File: config.mk
export PLATFORM = sky130hd
export DESIGN_NAME = linescan_camera_sequencer
export DESIGN_NICKNAME = d
export VERILOG_FILES = /design/src/lss_pkg.sv /design/src/linescan_camera_sequencer.sv /design/src/lss_step.sv /design/src/lss_out_reg.sv
export SDC_FILE = /design/constraint.sdc
export NUM_CORES = 1
export LEC_CHECK = 0
export BUFFER_PORTS_ARGS = -buffer_cell sky130_fd_sc_hd__buf_4
export CAP_MARGIN = 20
export CORE_AREA = 3 3 76 78
export CTS_BUF_LIST = sky130_fd_sc_hd__clkbuf_16
export DETAILED_ROUTE_END_ITERATION = 10
export DIE_AREA = 0 0 79 81
export PLACE_DENSITY = 0.71
export SLEW_MARGIN = 5
export SYNTH_ARGS = -nofsm -noshare
export SYNTH_HDL_FRONTEND = slang
export SYNTH_SLANG_ARGS = --single-unit
File: constraint.sdc
create_clock -name clk -period 1.7 [get_ports clk]
set_clock_uncertainty 0.1 [all_clocks]
set_input_delay 0.255 -clock clk [delete_from_list [all_inputs] [get_ports clk]]
set_output_delay 0.255 -clock clk [all_outputs]
set_load 0.05 [all_outputs]
File: src/lss_pkg.sv
// lss_pkg: shared types and constants for the line-scan camera sequencer
// used by lss_step, lss_out_reg and linescan_camera_sequencer
package lss_pkg;

	localparam int SAMPLE_W   = 16;
	localparam int INDEX_W    = 7;
	localparam int S_TDATA_W  = 16;
	localparam int M_TDATA_W  = 32;

	localparam logic OP_TICK  = 1'b0;
	localparam logic OP_START = 1'b1;

	typedef struct packed {
		logic                cam_clock;
		logic                cam_si;
		logic                pixel_valid;
		logic [INDEX_W-1:0]  pixel_index;
		logic [SAMPLE_W-1:0] pixel_value;
		logic                line_done;
		logic                busy_res;
	} result_t;

endpackage

File: src/linescan_camera_sequencer.sv
// linescan_camera_sequencer: top level of the line-scan camera sequencer
// depends on lss_pkg, lss_step and lss_out_reg
//
// slave side: one beat per event; s_tuser is the operation (0 = half-period
// tick, 1 = integration period expired, start a line), s_tdata the latest
// converter sample (low SAMPLE_BITS bits used)
// master side: exactly one result beat per input beat, in order; tdata holds
// the pin levels, pixel index and value and the busy flag, tuser marks a
// captured pixel, tlast marks the tick that ends the line
// path: an accepted beat passes the input register, then the result
// register, before it shows on the master side
// throughput: one beat per cycle while m_tready does not hold the output;
// the state update between the two registers is combinational
// reset: the block comes up active with the phase counter at minus two and
// both pins low, so the first ticks start a line at once
// stall: while m_tready is low the result register holds; if the input
// register is empty one more beat is taken into it, then s_tready drops
module linescan_camera_sequencer #(
	parameter int NUM_PIXELS  = 128,
	parameter int SAMPLE_BITS = 16
) (
	input  logic                           clk,
	input  logic                           arst_n,
	input  logic                           s_tvalid,
	output logic                           s_tready,
	input  logic [lss_pkg::S_TDATA_W-1:0]  s_tdata,  // sample
	input  logic                           s_tuser,  // operation
	output logic                           m_tvalid,
	input  logic                           m_tready,
	output logic [lss_pkg::M_TDATA_W-1:0]  m_tdata,  // cam_clock, cam_si, pixel_index, pixel_value, busy_res
	output logic                           m_tuser,  // pixel_valid
	output logic                           m_tlast   // line_done
);

	logic                          valid_s1;
	logic                          op_s1;
	logic [lss_pkg::SAMPLE_W-1:0]  sample_s1;
	logic                          adv;
	logic                          phase_idle;
	lss_pkg::result_t              res;

	assign adv      = valid_s1 && (!m_tvalid || m_tready);
	assign s_tready = !valid_s1 || adv;

	always_ff @(posedge clk or negedge arst_n) begin
		if (!arst_n) begin
			valid_s1 <= 1'b0;
		end else if (s_tready) begin
			valid_s1 <= s_tvalid;
		end
	end

	always_ff @(posedge clk) begin
		if (s_tready && s_tvalid) begin
			op_s1     <= s_tuser;
			sample_s1 <= s_tdata;
		end
	end

	lss_step #(
		.NUM_PIXELS  (NUM_PIXELS),
		.SAMPLE_BITS (SAMPLE_BITS)
	) u_step (
		.clk        (clk),
		.arst_n     (arst_n),
		.fire       (adv),
		.operation  (op_s1),
		.sample     (sample_s1),
		.res        (res),
		.phase_idle (phase_idle)
	);

	lss_out_reg u_out (
		.clk      (clk),
		.arst_n   (arst_n),
		.load     (adv),
		.res      (res),
		.m_tvalid (m_tvalid),
		.m_tready (m_tready),
		.m_tdata  (m_tdata),
		.m_tuser  (m_tuser),
		.m_tlast  (m_tlast)
	);

	a_done_idle: assert property (@(posedge clk) disable iff (!arst_n)
		(m_tvalid && m_tlast) |-> (!m_tdata[25] && !m_tdata[0] && !m_tuser))
		else $error("line end beat not idle with clock low");

	a_pixel_clk_low: assert property (@(posedge clk) disable iff (!arst_n)
		(m_tvalid && m_tuser) |-> (!m_tdata[0] && !m_tdata[1] && m_tdata[25]))
		else $error("pixel captured with clock or si high");

	a_done_rewinds: assert property (@(posedge clk) disable iff (!arst_n)
		(adv && res.line_done) |=> phase_idle)
		else $error("phase counter not rewound after line end");

endmodule

File: src/lss_step.sv
// lss_step: sequencer state (phase counter, clock, si, active) and the
// per-beat next-state and result logic; depends on lss_pkg
module lss_step #(
	parameter int NUM_PIXELS  = 128,
	parameter int SAMPLE_BITS = 16
) (
	input  logic                          clk,
	input  logic                          arst_n,
	input  logic                          fire,
	input  logic                          operation,
	input  logic [lss_pkg::SAMPLE_W-1:0]  sample,
	output lss_pkg::result_t              res,
	output logic                          phase_idle
);

	localparam int PW = $clog2(2 * NUM_PIXELS + 1) + 1;
	localparam int XW = (PW > lss_pkg::INDEX_W) ? PW : lss_pkg::INDEX_W;
	localparam logic signed [PW-1:0] PH_START = -PW'(2);
	localparam logic signed [PW-1:0] PH_SI_HI = -PW'(1);
	localparam logic signed [PW-1:0] PH_FIRST = PW'(1);
	localparam logic signed [PW-1:0] PH_TWO   = PW'(2);
	localparam logic signed [PW-1:0] PH_END   = PW'(2 * NUM_PIXELS);

	logic signed [PW-1:0] phase_q, phase_d;
	logic                 clock_q, clock_d;
	logic                 si_q, si_d;
	logic                 active_q, active_d;
	logic [XW-1:0]        half;
	logic [lss_pkg::SAMPLE_W-1:0] smp;

	assign half = XW'(unsigned'(phase_q) >> 1);
	assign smp  = lss_pkg::SAMPLE_W'(sample[SAMPLE_BITS-1:0]);
	assign phase_idle = (phase_q == PH_START);

	always_comb begin
		phase_d  = phase_q;
		clock_d  = clock_q;
		si_d     = si_q;
		active_d = active_q;
		res.pixel_valid = 1'b0;
		res.pixel_index = '0;
		res.pixel_value = '0;
		res.line_done   = 1'b0;
		if (operation == lss_pkg::OP_START) begin
			active_d = 1'b1;
		end else if (active_q) begin
			clock_d = ~clock_q;
			if (phase_q >= PH_TWO && phase_q < PH_END) begin
				if (clock_q) begin
					res.pixel_valid = 1'b1;
					res.pixel_index = half[lss_pkg::INDEX_W-1:0];
					res.pixel_value = smp;
				end
				phase_d = phase_q + PW'(1);
			end else if (phase_q < PH_TWO) begin
				if (phase_q == PH_SI_HI) begin
					si_d = 1'b1;
				end else if (phase_q == PH_FIRST) begin
					si_d = 1'b0;
					res.pixel_valid = 1'b1;
					res.pixel_value = smp;
				end
				phase_d = phase_q + PW'(1);
			end else begin
				clock_d       = 1'b0;
				phase_d       = PH_START;
				active_d      = 1'b0;
				res.line_done = 1'b1;
			end
		end
		res.cam_clock = clock_d;
		res.cam_si    = si_d;
		res.busy_res  = active_d;
	end

	always_ff @(posedge clk or negedge arst_n) begin
		if (!arst_n) begin
			phase_q  <= PH_START;
			clock_q  <= 1'b0;
			si_q     <= 1'b0;
			active_q <= 1'b1;
		end else if (fire) begin
			phase_q  <= phase_d;
			clock_q  <= clock_d;
			si_q     <= si_d;
			active_q <= active_d;
		end
	end

endmodule

File: src/lss_out_reg.sv
// lss_out_reg: result register on the master side, packs the result beat
// into tdata, tuser and tlast; depends on lss_pkg
module lss_out_reg (
	input  logic                           clk,
	input  logic                           arst_n,
	input  logic                           load,
	input  lss_pkg::result_t               res,
	output logic                           m_tvalid,
	input  logic                           m_tready,
	output logic [lss_pkg::M_TDATA_W-1:0]  m_tdata,
	output logic                           m_tuser,
	output logic                           m_tlast
);

	logic             valid_q;
	lss_pkg::result_t res_q;

	always_ff @(posedge clk or negedge arst_n) begin
		if (!arst_n) begin
			valid_q <= 1'b0;
		end else if (load) begin
			valid_q <= 1'b1;
		end else if (m_tready) begin
			valid_q <= 1'b0;
		end
	end

	always_ff @(posedge clk) begin
		if (load) begin
			res_q <= res;
		end
	end

	assign m_tvalid = valid_q;
	assign m_tdata  = {6'd0, res_q.busy_res, res_q.pixel_value, res_q.pixel_index,
		res_q.cam_si, res_q.cam_clock};
	assign m_tuser  = res_q.pixel_valid;
	assign m_tlast  = res_q.line_done;

endmodule
==> results of run 1 <==
-- logic make-up after synthesis --
kind of cell,Yosys count
buf+inv,12
mux,4
xor+xnor,5
fa+ha+maj,2
flops,60
simple gates,72
other cells,1
compound gates,9
-- cell type report --
cell class              instances  area share [%]
repair buffers                 70            16.6
inverters                       4           0.549
well taps                      70            2.56
clock buffers                   9            6.59
multi-input cells              98            19.7
clock inverters                 7            3.11
flip-flops and latches         60            50.9
-- power breakdown --
group / switching, W / internal [W] / total [W]
Sequential: 0.000215 / 0.00199 / 0.00220
Combinational: 0.000952 / 0.000624 / 0.00158
Clock: 0.000567 / 0.00141 / 0.00198
-- timing repair --
action,4_1_cts,5_1_grt
cloned,0,0
gates resized for setup,3,6
setup endpoints to repair,17,22
hold endpoints to repair,17,4
setup buffers,1,1
hold buffers,3,4
-- cell usage after synthesis (all sizes together) (2+ instances only) --
cell type,instances
and3,5
nor2b,3
buf,7
edfxtp,45
nand4,6
nor3,4
dfrtp,5
nor2,5
dfstp,10
nand2b,5
and2,17
ha,2
xnor2,3
nand2,18
xor2,2
a21o,2
inv,4
mux2i,3
o21ai,2
nor4,4
a21oi,3
-- worst max-delay path by stage --
stage,to,slack (ns),cells after the start
2_1_floorplan,u_out.m_tdata[16],0.007,5
3_3_place_gp,u_out.m_tdata[15],-0.11,4
3_5_place_dp,u_out.m_tdata[10],-0.14,4
4_1_cts,u_step.phase_q[9],0.009,5
5_1_grt,u_out.m_tdata[16],-0.05,5
6_report,u_out.m_tdata[15],0.03,5
-- metal layers --
metal  GRT usage (%)  up-vias  share of wire (%)
met4            11.7        0                2.2
met1            17.4      720                 40
li1                -      741                  -
met3            4.66       12                5.8
met2            23.3       50                 52
met5               0        -                  0
-- registers in the layout, indices dropped and copies added, names as in the netlist --
name             flops
op_s1                1
sample_s1           16
u_out.m_tdata       26
u_out.m_tlast        1
u_out.m_tuser        1
u_out.m_tvalid       1
u_step.active_q      1
u_step.clock_q       1
u_step.phase_q      10
u_step.si_q          1
valid_s1             1
-- per-stage QoR --
| stage | setup WS [ns] | cell area [sq um] | instances | TNS [ns] |
|---|---|---|---|---|
| after floorplan | 0.00677 | 2450 | 170 | 0 |
| after detailed placement | -0.140 | 2950 | 293 | -2.12 |
| after global placement | -0.107 | 2950 | 293 | -1.73 |
| final | 0.0323 | 3420 | 318 | 0 |
| after CTS | 0.00907 | 3350 | 313 | 0 |
| after global routing | -0.0451 | 3420 | 318 | -0.489 |
==> impl_metrics.toml, run 1 <==
[cts]
clk_latency_ns = 0.32
htreeDepth = 3
cts_buffers = 9
cts.sinks = 60
clkTransAtPathRegs_ns = 0.05
clock_path_buffers = 2
cts_tree = "built"
root_buffer = "clkbuf_16"

[min_path]
holdPathEnd = "sample_s1[1]"
whs_path_depth = 1
min_from = "s_tdata[1]"
hp-class = "in2reg"

[power_and_ir_drop]
peakVddDrop_mv = 0.783
total_leakage_power_nw = 1.43
power_w = 0.00575
power_per_cell_area_nw_per_um2 = 1680

[synth]
syn_area_sq_um = 2410
synth_top_area_share_pct = 56.0
synth_seq_area_share_pct = 72.1
yosysUniqueCellTypes = 35
syn-instance-count = 165
synth_simple_gate_area_share_pct = 17.3
synth_edf_count = 45
yosys.area_share.adder_pct = 1.04
syn_area_per_cell_sq_um = 14.6
ys.flop_type = "edfxtp_1"
synth_area_leaders = "edfxtp_1, dfstp_2, dfrtp_1"
synth-compound-area-share_pct = 2.23
synthArstFlopShare_pct = 25.0
synth_top_family_by_area = "simple AND/OR/NAND/NOR gates"
muxShareOfSynthArea_pct = 2.23
ys_warn_count = 0
synth-seq-cells = 60
yosys.area.top_type = "edfxtp_1"
synth_xor_area_share_pct = 1.82

[layout]
antenna_cells = 0
multi_input_area_sq_um = 673
syn2layout_area_growth_pct = 41.8
area.sequential_sq_um = 1740
fin_util_pct = 66.5
layout_common_cells = "buf_4, edfxtp_1, nand2_1, and2_1, dfstp_2"
drive_above_1_share_pct = 41.9
nFillCells = 393
fin_nets = 266
final_common_cell = "buf_4"

[timing]
period_needed_ns = 1.67
rsz0062_at_grt = "yes"
finalSetupViolations = 0
final_hold_viol_count = 0
slew_violations = 0
hold_slack_ns = 0.00894
fmax_mhz = 600
fin_crit_sh_pct = 98.1

[setup_path]
startpoint_type = "flop"
cp_max_fo = 17
cp_top_family = "simple AND/OR/NAND/NOR gates"
cp.arrival_ns = 1.64
ff2ff_setup_slack_ns = 0.03
startpoint = "u_step.phase_q[4]"
cp_slowest_cell = "dfstp_2"
cp_data_required_time_ns = 1.67
crit_path_end_kind = "flop"
critPathKind = "reg2reg"
r2r_cells = 5
cp_num_buf_inv = 1
rr_startpoint = "u_step.phase_q[4]"
cp_cell_sequence = "nor4_4 -> nand2_2 -> mux2i_4 -> buf_12 -> and2_1"
cp_slowest_stage_delay_ns = 0.37
r2r_end = "u_out.m_tdata[15]"

[floorplan]
io_pins = 57
rows = 26
die_y_um = 81
die-area_sq_um = 6400
coreArea_sq_um = 5140
start_util_pct = 46.9
die_w_um = 79

[drt]
wl_per_cell_um = 13.9
drcViolationCount = 0
totalWireLength_um = 4440
first_pass_iters = 5
first_iter_violations = 73
vias = 1523
drtAntennaViolNets = 0
avgViaCountPerCell = 4.79

[grt]
grt_pass1_wl_um = 6920
gr-total-overflow = 0
grt_pass1_vias = 1468
grt_max_degree = 29
grtUsageTotal_pct = 15.0
antenna_found_initial = 0

[flow_run]
cap_violations = 0

[outcome]
status = "completed"

[placed_design]
gp_congestion = 0.811
numPortBuffers = 50
place_hpwl_um = 2950
Note: power is estimated with default switching activity, not from simulation.
==> run 2, diff against run 1 <==
--- a/config.mk
+++ b/config.mk
@@ -7,11 +7,11 @@
 export LEC_CHECK = 0
 export BUFFER_PORTS_ARGS = -buffer_cell sky130_fd_sc_hd__buf_4
 export CAP_MARGIN = 20
-export CORE_AREA = 3 3 76 78
+export CORE_AREA = 3 3 70 85
 export CTS_BUF_LIST = sky130_fd_sc_hd__clkbuf_16
 export DETAILED_ROUTE_END_ITERATION = 10
-export DIE_AREA = 0 0 79 81
-export PLACE_DENSITY = 0.71
+export DIE_AREA = 0 0 73 88
+export PLACE_DENSITY = 0.7
 export SLEW_MARGIN = 5
 export SYNTH_ARGS = -nofsm -noshare
 export SYNTH_HDL_FRONTEND = slang
==> run 2 against run 1 <==
Against the previous run: largest cell class unchanged; critical path depth unchanged; via count shrank 0.85%; the run now ends with setup timing left; combinational power fell by 4%; final area fell by 2.9%; core utilization decreased by 3.4 points; cell count decreased by 4.4%; critical endpoint is now u_out.m_tdata[21].
==> impl_metrics.toml, run 2 (same netlist as run 1, synthesis figures left out) <==
[outcome]
status = "finished with violations"
violations = "setup timing"

[setup_path]
cp_cell_sequence = "nor3_1 -> nand2_1 -> mux2i_4 -> buf_12 -> and2_1"
cp_slowest_stage_delay_ns = 0.39
crit_path_end_kind = "flop"
critPathKind = "reg2reg"
cp_num_buf_inv = 1
cp_slowest_cell = "dfstp_2"
startpoint_type = "flop"
cp_data_required_time_ns = 1.67
cp_top_family = "simple AND/OR/NAND/NOR gates"
cp_max_fo = 17
cp.arrival_ns = 1.67

[floorplan]
die_w_um = 73
rows = 29
coreArea_sq_um = 5260
io_pins = 57
start_util_pct = 45.9
die-area_sq_um = 6420
die_y_um = 88

[placed_design]
gp_congestion = 0.775
dp_worst_setup_slack_ns = -0.0791
dp.cells = 284
numPortBuffers = 50
place_hpwl_um = 3040

[grt]
met1_usage_pct = 16.2
gr-total-overflow = 0
met3_usage_pct = 6.54
grtUsageMet2_pct = 24.2
grt_pass1_wl_um = 7020
antenna_found_initial = 0
grtUsageTotal_pct = 14.8
grt_pass1_vias = 1484
grt_busiest_layer = "met2"
grt_max_degree = 29

[timing]
period_needed_ns = 1.70
fmax_mhz = 588
slew_violations = 0
finalSetupViolations = 1
final_hold_viol_count = 0
fin_crit_sh_pct = 100
worst_slack_ns = -0.000847
hold_slack_ns = 0.00943
rsz0062_at_grt = "yes"

[cts]
clk_latency_ns = 0.32
clkTransAtPathRegs_ns = 0.05
clock_path_buffers = 2
htreeDepth = 3
root_buffer = "clkbuf_16"
cts.sinks = 60
cts_tree = "built"
cts_buffers = 9

[power_and_ir_drop]
total_leakage_power_nw = 1.39
peakVddDrop_mv = 0.808
power_per_cell_area_nw_per_um2 = 1680

[layout]
layout_common_cells = "buf_4, edfxtp_1, nand2_1, and2_1, dfstp_2"
drive_above_1_share_pct = 41.3
syn2layout_area_growth_pct = 37.7
fin_nets = 260
stdcell_count = 304
largest_reg_flops = 26
antenna_cells = 0
final_common_cell = "buf_4"

[drt]
wl_per_cell_um = 14.5
drtAntennaViolNets = 0
first_pass_iters = 4
first_iter_violations = 83
vias = 1510
totalWireLength_um = 4410
avgViaCountPerCell = 4.97
drcViolationCount = 0

[min_path]
hp-class = "in2reg"

[flow_run]
cap_violations = 0
[run 2: metal layers]
layer,part of all wire [%],vias to the layer above
met5,0,-
met4,3.2,0
met3,6.1,13
met2,51,58
met1,39,711
li1,-,728
[run 2: final timing paths]
kind	from	end	slack [ns]	cells past startpoint
worst max-delay path	u_step.phase_q[2]	u_out.m_tdata[21]	-0.0008	5
worst min-delay path	s_tdata[11]	sample_s1[11]	0.009	1
worst max register to register	u_step.phase_q[2]	u_out.m_tdata[21]	-0.0008	5
worst min register to register	sample_s1[0]	u_out.m_tdata[9]	0.41	1
max in group asynchronous	arst_n	u_step.phase_q[4]	1.03	2
min in group asynchronous	arst_n	valid_s1	0.22	2
[run 2: worst reg2reg max path, cell delays in order (launching register included)]
cell and delay (ns):
dfstp_2 0.39, nor3_1 0.28, nand2_1 0.16, mux2i_4 0.22
buf_12 0.14, and2_1 0.15
[run 2: power breakdown]
part	internal [W]	leakage, nW	switching, W
sequential	0.00199	0.604	0.000237
combinational	0.000595	0.629	0.000927
clock	0.00126	0.158	0.000577
total	0.00384	1.39	0.00174
[run 2: area by class of cell]
cell class,instances,area (sq um)
tap,62,77.6
sequential,60,1740
fill,382,1940
timing repair buffer,64,513
inverter,4,18.8
clock buffer,9,225
clock inverter,7,82.6
multi-input combinational,98,664
[run 2: stage by stage]
step	instance area (sq um)	total power [W]	TNS (ns)	util, %
global placement	2930	0.00364	-1.04	55.7
floorplan	2450	0.00319	0	-
global route	3320	0.00584	-1.52	63.1
CTS	3280	0.00559	0	62.4
finish	3320	0.00558	-0.000847	63.1
detailed placement	2930	0.00367	-1.08	55.7
[run 2: timing repair]
item,CTS,global route
endpoints found under the hold margin,15,2
hold buffers,1,2
setup buffers,1,0
resized for setup,2,4
pin swaps,1,1
setup endpoints to repair,16,22
==> run 3, diff against run 2 <==
--- a/config.mk
+++ b/config.mk
@@ -11,7 +11,8 @@
 export CTS_BUF_LIST = sky130_fd_sc_hd__clkbuf_16
 export DETAILED_ROUTE_END_ITERATION = 10
 export DIE_AREA = 0 0 73 88
-export PLACE_DENSITY = 0.7
+export HOLD_SLACK_MARGIN = 0.02
+export PLACE_DENSITY = 0.72
 export SLEW_MARGIN = 5
 export SYNTH_ARGS = -nofsm -noshare
 export SYNTH_HDL_FRONTEND = slang
==> run 3 against run 2 <==
Against the previous run: the run now ends clean; final area rose by 9.9%; highest routed layer unchanged; critical path type unchanged; die area stayed put; cell count rose by 9.2%.
==> impl_metrics.toml, run 3 (same netlist as run 1, synthesis figures left out) <==
[floorplan]
start_util_pct = 45.9
io_pins = 57
rows = 29
die-area_sq_um = 6420
die_w_um = 73
coreArea_sq_um = 5260
die_y_um = 88

[cts]
clock_path_buffers = 2
clk_latency_ns = 0.33
cts_buffers = 9
cts_tree = "built"
cts.sinks = 60
root_buffer = "clkbuf_16"
htreeDepth = 3
clkTransAtPathRegs_ns = 0.05

[setup_path]
critPathKind = "reg2reg"
rr_startpoint = "u_step.phase_q[6]"
cp_data_required_time_ns = 1.68
ff2ff_setup_slack_ns = 0.02
r2r_end = "u_out.m_tdata[23]"
cp_max_fo = 5
r2r_cells = 5
crit_path_end_kind = "flop"
cp.arrival_ns = 1.65
startpoint_type = "flop"

[layout]
antenna_cells = 0
fin_area_sq_um = 3650
area.sequential_sq_um = 1740
fin_nets = 288
fin_util_pct = 69.4
syn2layout_area_growth_pct = 51.3
drive_above_1_share_pct = 44.1
final_common_cell = "buf_4"
multi_input_area_sq_um = 744
layout_common_cells = "buf_4, edfxtp_1, dlygate4sd3_1, and2_1, nand2_1"
nFillCells = 324
largest_reg_flops = 26

[drt]
vias = 1661
wl_per_cell_um = 15.1
wl_met3_um = 251
drcViolationCount = 0
first_pass_iters = 5
wl_met1_um = 1910
totalWireLength_um = 5010
met2_wirelength_um = 2680
top_layer = "met4"
first_iter_violations = 67
drtAntennaViolNets = 0
avgViaCountPerCell = 5.00

[grt]
grt_max_degree = 21
gr-total-overflow = 0
grt_pass1_wl_um = 7740
grtUsageTotal_pct = 16.6
grt_pass1_vias = 1635
antenna_found_initial = 0

[flow_run]
cap_violations = 0

[placed_design]
gp_congestion = 0.842
dp_worst_setup_slack_ns = -0.117
numPortBuffers = 50
place_area_sq_um = 2940
place_hpwl_um = 3030

[min_path]
min_from = "s_tvalid"
whs_path_depth = 2
holdPathEnd = "valid_s1"
hp-class = "in2reg"

[power_and_ir_drop]
total_leakage_power_nw = 1.54
power_per_cell_area_nw_per_um2 = 1650
peakVddDrop_mv = 0.779

[outcome]
status = "completed"

[timing]
finalSetupViolations = 0
worst_slack_ns = 0.0226
fmax_mhz = 596
rsz0062_at_grt = "yes"
fin_crit_sh_pct = 98.7
slew_violations = 0
final_hold_viol_count = 0
period_needed_ns = 1.68
==> run 3: cell type report <==
class | instances | area share, %
well taps | 62 | 2.13
inverters | 4 | 0.514
clock inverters | 7 | 3.15
clock buffers | 9 | 6.17
flip-flops and latches | 60 | 47.7
repair buffers | 90 | 20.0
multi-input cells | 100 | 20.4
==> run 3: worst max-delay path: stages (launching register included) <==
cell and delay, ns:
dfstp_2 0.38, nor4_4 0.32, nand2_1 0.11, buf_6 0.15, mux2i_4 0.21, and2_1 0.16
==> run 3: per-layer routing <==
layer,vias to the layer above,track usage [%]
li1,788,-
met1,799,17.7
met2,57,27.3
met3,17,6.20
met4,0,10.4
met5,-,0
==> run 3: how the worst max path moves through the flow <==
| stage | to | cells after the start | startpoint | slack [ns] |
|---|---|---|---|---|
| 4_1_cts | u_out.m_tdata[23] | 4 | u_step.active_q | -0.05 |
| 3_5_place_dp | u_out.m_tdata[23] | 4 | u_step.phase_q[4] | -0.12 |
| 5_1_grt | u_out.m_tdata[21] | 5 | u_step.phase_q[6] | -0.08 |
| 2_1_floorplan | u_out.m_tdata[16] | 5 | u_step.phase_q[4] | 0.007 |
| 3_3_place_gp | u_out.m_tdata[24] | 4 | u_step.phase_q[4] | -0.11 |
| 6_report | u_out.m_tdata[23] | 5 | u_step.phase_q[6] | 0.02 |
==> run 3: repair_timing <==
item	4_1_cts	5_1_grt
pin swaps	6	12
setup buffers	4	5
gates cloned	2	0
resized for setup	4	15
endpoints found under the hold margin	32	0
hold buffers	18	0
setup endpoints to repair	17	28
==> run 3: metrics by stage <==
step | TNS (ns) | hold WS [ns] | power, W | cells
2_1_floorplan | 0 | -0.141 | 0.00319 | 170
3_3_place_gp | -1.87 | 0.0193 | 0.00365 | 287
3_5_place_dp | -1.76 | 0.0240 | 0.00368 | 287
4_1_cts | -0.597 | 0.0322 | 0.00589 | 327
5_1_grt | -1.07 | 0.0516 | 0.00625 | 332
6_report | 0 | 0.0330 | 0.00601 | 332
==> run 3: power breakdown <==
group          switching [W]  internal (W)  total (W)
clock               0.000615       0.00143    0.00204
sequential          0.000244       0.00199    0.00223
combinational        0.00104      0.000694    0.00173
total                0.00190       0.00411    0.00601
